$ cat src/rtl/bca_pkg.sv
`default_nettype none

package bca_pkg;

    // bitmap geometry
    localparam int BITMAP_BYTES   = 2048;
    localparam int WORD_W         = 64;
    localparam int BIT_W          = 6;
    localparam int TOTAL_CLUSTERS = BITMAP_BYTES * 8;
    localparam int MAP_WORDS      = (TOTAL_CLUSTERS + WORD_W - 1) / WORD_W;
    localparam int FIELD_LIMIT    = 16384;
    localparam int CLAMP          = (TOTAL_CLUSTERS < FIELD_LIMIT) ? TOTAL_CLUSTERS
                                                                   : FIELD_LIMIT;
    localparam int ADDR_W         = (MAP_WORDS > 1) ? $clog2(MAP_WORDS) : 1;
    localparam int CNT_W          = $clog2(MAP_WORDS + 1);

    // field widths
    localparam int OP_W        = 2;
    localparam int CLUSTER_W   = 14;
    localparam int COUNT_W     = 15;
    localparam int ST_W        = 2;
    localparam int COUNT_RESET = 16384;

    typedef enum logic [OP_W-1:0] {
        OP_QUERY = 2'd0,
        OP_ALLOC = 2'd1,
        OP_FREE  = 2'd2,
        OP_MARK  = 2'd3
    } t_op;

    typedef enum logic [ST_W-1:0] {
        ST_OK    = 2'd0,
        ST_FULL  = 2'd1,
        ST_RANGE = 2'd2
    } t_status;

    typedef enum logic [2:0] {
        S_CLEAR  = 3'd0,
        S_IDLE   = 3'd1,
        S_READ   = 3'd2,
        S_UPD    = 3'd3,
        S_SCAN   = 3'd4,
        S_COMMIT = 3'd5,
        S_DONE   = 3'd6
    } t_state;

    // controller to datapath
    typedef struct packed {
        logic clr;
        logic accept;
        logic scan;
        logic upd;
        logic commit;
        logic res_range;
        logic res_full;
        logic out_load;
    } t_cmd;

    // datapath to controller
    typedef struct packed {
        logic clr_last;
        logic is_alloc;
        logic in_range;
        logic scan_none;
        logic hit;
        logic scan_end;
        logic out_free;
    } t_sts;

endpackage

`default_nettype wire

$ cat src/rtl/bca_ctrl.sv
`default_nettype none

module bca_ctrl (
    input  wire            i_clk,
    input  wire            i_rst_n,
    input  wire            i_in_valid,
    input  bca_pkg::t_sts  i_sts,
    output bca_pkg::t_cmd  o_cmd,
    output logic           o_in_ready
);

    bca_pkg::t_state r_state;
    bca_pkg::t_state n_state;

    // state register
    always_ff @(posedge i_clk) begin
        if (!i_rst_n) begin
            r_state <= bca_pkg::S_CLEAR;
        end else begin
            r_state <= n_state;
        end
    end

    // next state
    always_comb begin
        n_state = r_state;
        case (r_state)
            bca_pkg::S_CLEAR: begin
                if (i_sts.clr_last) n_state = bca_pkg::S_IDLE;
            end
            bca_pkg::S_IDLE: begin
                if (i_in_valid) n_state = bca_pkg::S_READ;
            end
            bca_pkg::S_READ: begin
                if (i_sts.is_alloc) begin
                    n_state = bca_pkg::S_SCAN;
                end else if (i_sts.in_range) begin
                    n_state = bca_pkg::S_UPD;
                end else begin
                    n_state = bca_pkg::S_DONE;
                end
            end
            bca_pkg::S_UPD: begin
                n_state = bca_pkg::S_DONE;
            end
            bca_pkg::S_SCAN: begin
                if (i_sts.scan_none) begin
                    n_state = bca_pkg::S_DONE;
                end else if (i_sts.hit) begin
                    n_state = bca_pkg::S_COMMIT;
                end else if (i_sts.scan_end) begin
                    n_state = bca_pkg::S_DONE;
                end
            end
            bca_pkg::S_COMMIT: begin
                n_state = bca_pkg::S_DONE;
            end
            bca_pkg::S_DONE: begin
                if (i_sts.out_free) n_state = bca_pkg::S_IDLE;
            end
            default: begin
                n_state = bca_pkg::S_CLEAR;
            end
        endcase
    end

    // commands
    always_comb begin
        o_cmd      = '0;
        o_in_ready = 1'b0;
        case (r_state)
            bca_pkg::S_CLEAR: begin
                o_cmd.clr = 1'b1;
            end
            bca_pkg::S_IDLE: begin
                o_in_ready   = 1'b1;
                o_cmd.accept = i_in_valid;
            end
            bca_pkg::S_READ: begin
                o_cmd.res_range = !i_sts.is_alloc && !i_sts.in_range;
            end
            bca_pkg::S_UPD: begin
                o_cmd.upd = 1'b1;
            end
            bca_pkg::S_SCAN: begin
                o_cmd.scan     = 1'b1;
                o_cmd.res_full = i_sts.scan_none || (!i_sts.hit && i_sts.scan_end);
            end
            bca_pkg::S_COMMIT: begin
                o_cmd.commit = 1'b1;
            end
            bca_pkg::S_DONE: begin
                o_cmd.out_load = i_sts.out_free;
            end
            default: begin
                o_cmd = '0;
            end
        endcase
    end

endmodule

`default_nettype wire

$ cat config.mk
export PLATFORM = sky130hd
export DESIGN_NAME = bca_ctrl
export DESIGN_NICKNAME = d
export VERILOG_FILES = /design/src/rtl/bca_pkg.sv /design/src/rtl/bca_ctrl.sv
export SDC_FILE = /design/constraint.sdc
export NUM_CORES = 1
export LEC_CHECK = 0
export BUFFER_PORTS_ARGS = -buffer_cell sky130_fd_sc_hd__buf_2
export CORE_AREA = 2 2 39 41
export CTS_CLUSTER_DIAMETER = 40
export CTS_CLUSTER_SIZE = 40
export DETAILED_ROUTE_END_ITERATION = 6
export DIE_AREA = 0 0 41 43
export PLACE_DENSITY = 0.57
export SYNTH_ARGS = -nofsm -noshare
export SYNTH_HDL_FRONTEND = slang
export SYNTH_SLANG_ARGS = --single-unit
$ cat constraint.sdc
create_clock -name i_clk -period 1.5 [get_ports i_clk]
set_clock_uncertainty 0.2 [all_clocks]
set_input_delay 0 -clock i_clk [delete_from_list [all_inputs] [get_ports i_clk]]
set_output_delay 0 -clock i_clk [all_outputs]
set_load 0.01 [all_outputs]
After elaboration in Yosys (flattened, before gate mapping)
Cells that the tools add are included.
{ "word_totals": {"output_inout_bits": 9, "in_bits": 10, "reg_bits": 3, "wordCells": 38} }
{ "op_classes": {"n_reduce_logical": 9, "eq_ne": 10, "n_mux": 18} }
{ "op_table": {"columns": ["op", "count"], "rows": [
  ["2-to-1 mux 3 bit", 8],
  ["case mux 3 bit (6 select lines)", 1],
  ["equality test 3 bit, second input constant", 3],
  ["2-to-1 mux 1 bit", 9],
  ["equality test 3 x 2 -> 1 bit, second input constant", 2],
  ["inequality test 2 bit, second input constant", 3],
  ["inequality test 4 bit, second input constant", 1],
  ["AND reduction 4 bit", 1],
  ["equality test 3 x 1 -> 1 bit, second input constant", 1],
  ["logical NOT 1 bit", 3],
  ["logical NOT 3 bit", 1],
  ["logical AND 1 bit", 2],
  ["OR reduction 2 bit", 1],
  ["logical OR 1 bit", 1]
]} }

Logic depth before layout (Yosys ltp)
{ "depth": {"depth_word": 4, "mapped_depth": 5} }

Worst setup path before layout
OpenSTA, ideal clock, no wires.
{ "synth_path": {"path_kind": "register to register", "start": "register r_state[1]", "end": "register r_state[1]", "path_stages_with_launch": 5, "slack_ns": 0.192, "setup_ns": 0.084, "t_arrival_ns": 1.023, "cell_sequence": "dfxtp_1 > buf_6 > nor2b_1 > a221o_1 > o31ai_2"} }
{ "synth_via": {"elab_chain_cells": 3, "word_cells_on_any_way": 14} }
{ "synth_rtl": {"columns": ["element", "line", "rtl"], "rows": [
  ["start, declared", "bca_ctrl.sv:12", "bca_pkg::t_state r_state;"],
  ["start signal, assigned", "bca_ctrl.sv:18", "r_state <= bca_pkg::S_CLEAR;"],
  ["start signal, assigned", "bca_ctrl.sv:20", "r_state <= n_state;"],
  ["equality test 3 bit (tied with other cells)", "bca_ctrl.sv:27", "case (r_state)"],
  ["inequality test 4 bit (no source line) (tied with other cells)", null, null],
  ["AND reduction 4 bit (no source line) or case mux 3 bit (6 select lines) (tied branches)", null, null]
]} }
Several ways; a longest one is shown, not always the timed one.
A chain may end at the register's enable or synchronous reset.

Worst setup path in the final report
{ "layout_path": {"start": "input port i_sts[5] in the netlist's numbering", "end": "register r_state[0]"} }
{ "layout_via": {"elab_chain_cells": 2} }
{ "layout_rtl": {"columns": ["element", "line", "rtl"], "rows": [
  ["start, declared", "bca_ctrl.sv:7", "input bca_pkg::t_sts i_sts,"],
  ["2-to-1 mux 3 bit", "bca_ctrl.sv:35", "if (i_sts.is_alloc) begin"],
  ["case mux 3 bit (6 select lines)", "bca_ctrl.sv:27", null]
]} }
No other way between the ends.

==> impl_metrics.tcl <==
set metrics [dict create \
    cap_violations 0 \
    max_slew_margin 0.8473 \
    max_freq_ghz 0.7016 \
    min_to "r_state[2]" \
    largest_reg_flops 3 \
    design_area_um2 520.5 \
    place_congestion 0.7843 \
    cpMaxStageDelayCell "dlygate4sd3_1" \
    antenna_cells 0 \
    syn_area_um2 325.3 \
    antenna_found_initial 0 \
    die_h_um 43 \
    min_period_over_period 0.9502 \
    rows 14 \
    overflow 0 \
    io_buffer_count 18 \
    regToRegStartpoint "r_state[1]" \
    nFillCells 148 \
    worst_slew_pin_slew_ns 0.2273 \
    start_kind "primary input" \
    core_um2 1384 \
    netlist.area_leader.share 0.1846 \
    clkTransAtPathRegs_ns 0.04 \
    holdCritPathClass "in -> reg" \
    numCtsBuffers 3 \
    ios 19 \
    start_util 0.2351 \
    drt-total-wl_um 869 \
    dp_hpwl_um 636.8 \
    finalSetupTns_ns 0 \
    first_iter_violations 3 \
    route.detailed.drc 0 \
    die_area_um2 1763 \
    largest-register "r_state" \
    hold_path_depth 4 \
    grt_max_degree 11 \
    drv_slew 0 \
    clock-sinks 3 \
    synth.distinct_cells 25 \
    clockRootBuffer "clkbuf_4" \
    synthesis.nets 50 \
    viasPerCell 4.667 \
    hold_viol 0 \
    areaGrowthSynthToFinish_pct 60.00 \
    cts_tree "yes" \
    status "completed" \
    fin_cells 81 \
    crit_type "in -> reg" \
    ys_seq_area_frac 0.1846 \
    place_inst 73 \
    final_nets 76 \
    die_w_um 41 \
    hold_path.startpoint "i_sts[4]" \
    ant_nets 0 \
    cp.required_ns 1.48 \
    power.density_nw_per_um2 1226 \
    first_pass_iters 4 \
    cts_setup_buffers 0 \
    hold_ws_ns 0.03418 \
    r2r_cells 4 \
    netlist_instances 40 \
    crit_arrival_ns 1.40 \
    clock_latency_ns 0.23 \
    placed_cell_area_um2 422.9 \
    r2r_end "r_state[1]" \
    clockBufferDepth 2 \
    vdd_drop_max_uv 511.1 \
    path_max_fanout 3 \
    layout-drive-gt1-share 0.5077 \
    routedWlPerCell_um 10.73 \
    cp_slowest_stage_delay_ns 0.54 \
    cts.htree.levels 1 \
    grt_pass1_vias 345 \
    via_count 378 \
    setup_viol 0 \
    ys_top_cells_by_area "dfxtp_1 (18%), buf_6 (6.9%), and2_1 (5.8%)" \
    worstSetupEndpointType "register" \
    min_period_ns 1.425 \
    reg_top3 "r_state (3)" \
    grt.total_usage 0.1052 \
    power.leakage_uw 0.0002460 \
    syn_avg_cell_area_um2 8.133 \
    rsz0062_at_grt "false" \
    synth_top_area_cell "dfxtp_1" \
    worstPathCellList "dlygate4sd3_1, buf_2, nand2b_1, a221oi_2, o2bb2ai_1, and2_1" \
    r2r_slack_ns 0.11 \
    grt_pass1_wl_um 1283 \
    synth-seq-cells 3 \
    yosys_warnings 0 \
]
[cell usage in the layout (no fill, tap or decap), types with 2 or more instances in the layout]
cell type / n
buf_4: 2
o21ai_0: 3
buf_2: 18
nand2_1: 2
and2_1: 3
dlygate4sd3_1: 4
nor3_1: 3
and3_1: 2
nor2b_4: 3
clkbuf_4: 3
nand2b_1: 2
nor2_1: 2
[cell type report]
cell class | count | area (µm²) | area share
Timing Repair Buffer | 24 | 145.1 | 0.2788
Inverter | 1 | 3.754 | 0.007212
Tap cell | 16 | 20.02 | 0.03846
Sequential cell | 3 | 65.06 | 0.1250
Multi-Input combinational cell | 33 | 260.3 | 0.5000
Clock buffer | 4 | 26.28 | 0.05048
[cells in the mapped netlist]
library cell	n
and2_1	3
dfxtp_1	3
nor2b_1	3
nor3_1	3
o21ai_0	3
and3_1	2
buf_6	2
nand2_1	2
nand2b_1	2
nor2_1	2
a211oi_1	1
a211oi_2	1
a21boi_1	1
a221o_1	1
a221oi_2	1
and2b_4	1
and3b_1	1
buf_2	1
inv_1	1
nand4b_1	1
nor2b_2	1
nor4b_1	1
o21a_1	1
o2bb2ai_1	1
o31ai_2	1
[worst max-delay path by stage]
stage	cells after the start	from	to	slack (ns)
after global routing	4	r_state[2]	o_cmd[1]	0.02
after floorplan	4	r_state[1]	r_state[1]	0.19
final	6	i_sts[5]	r_state[0]	0.07
after CTS	4	r_state[2]	o_cmd[1]	0.02
after detailed placement	4	r_state[2]	r_state[0]	0.02
after global placement	4	r_state[2]	r_state[0]	0.01
[cell families (layout without fill, tap and decap cells)]
logic type             Yosys count  after routing  synth area share
AND/OR/NAND/NOR                 22             22            0.4231
flip-flops                       3              3            0.1846
buffers and inverters            4             29           0.09612
AO/OA/AOI/OAI                   11             11            0.2961
[stage by stage]
step                total power, µW  setup slack, ns  utilization
floorplan                     373.3           0.1923            -
global placement              454.4          0.01104       0.3056
detailed placement            452.7          0.02322       0.3056
CTS                           628.3          0.02252       0.3644
global route                  687.0          0.01508       0.3761
finish                        638.0          0.07472       0.3761
[layer usage]
| metal | share of wire | vias to the layer above | GRT usage |
|---|---|---|---|
| li1 | - | 197 | - |
| met1 | 0.42 | 168 | 0.1118 |
| met2 | 0.51 | 13 | 0.1906 |
| met3 | 0.068 | 0 | 0.03141 |
| met4 | 0 | 0 | 0.02000 |
| met5 | 0 | - | 0 |
[power by group]
group	switching, µW	leakage, µW	internal, µW
clock	41.5	0.0000150	99.7
combinational	163	0.000205	181
sequential	45.7	0.0000258	107
total	250	0.000246	388
[worst max-delay path: cells and delay by family]
| family | cells | cell delay, ns |
|---|---|---|
| AND/OR/NAND/NOR | 2 | 0.28 |
| AO/OA/AOI/OAI | 2 | 0.44 |
| buffers and inverters | 2 | 0.68 |
[repair_timing]
action | in CTS | in global routing
pin swaps | 0 | 0
setup endpoints to repair | 4 | 2
resized for setup | 5 | 4
endpoints found under the hold margin | 3 | 0
hold buffers | 4 | 0
Note: power is estimated with default switching activity, not from simulation.
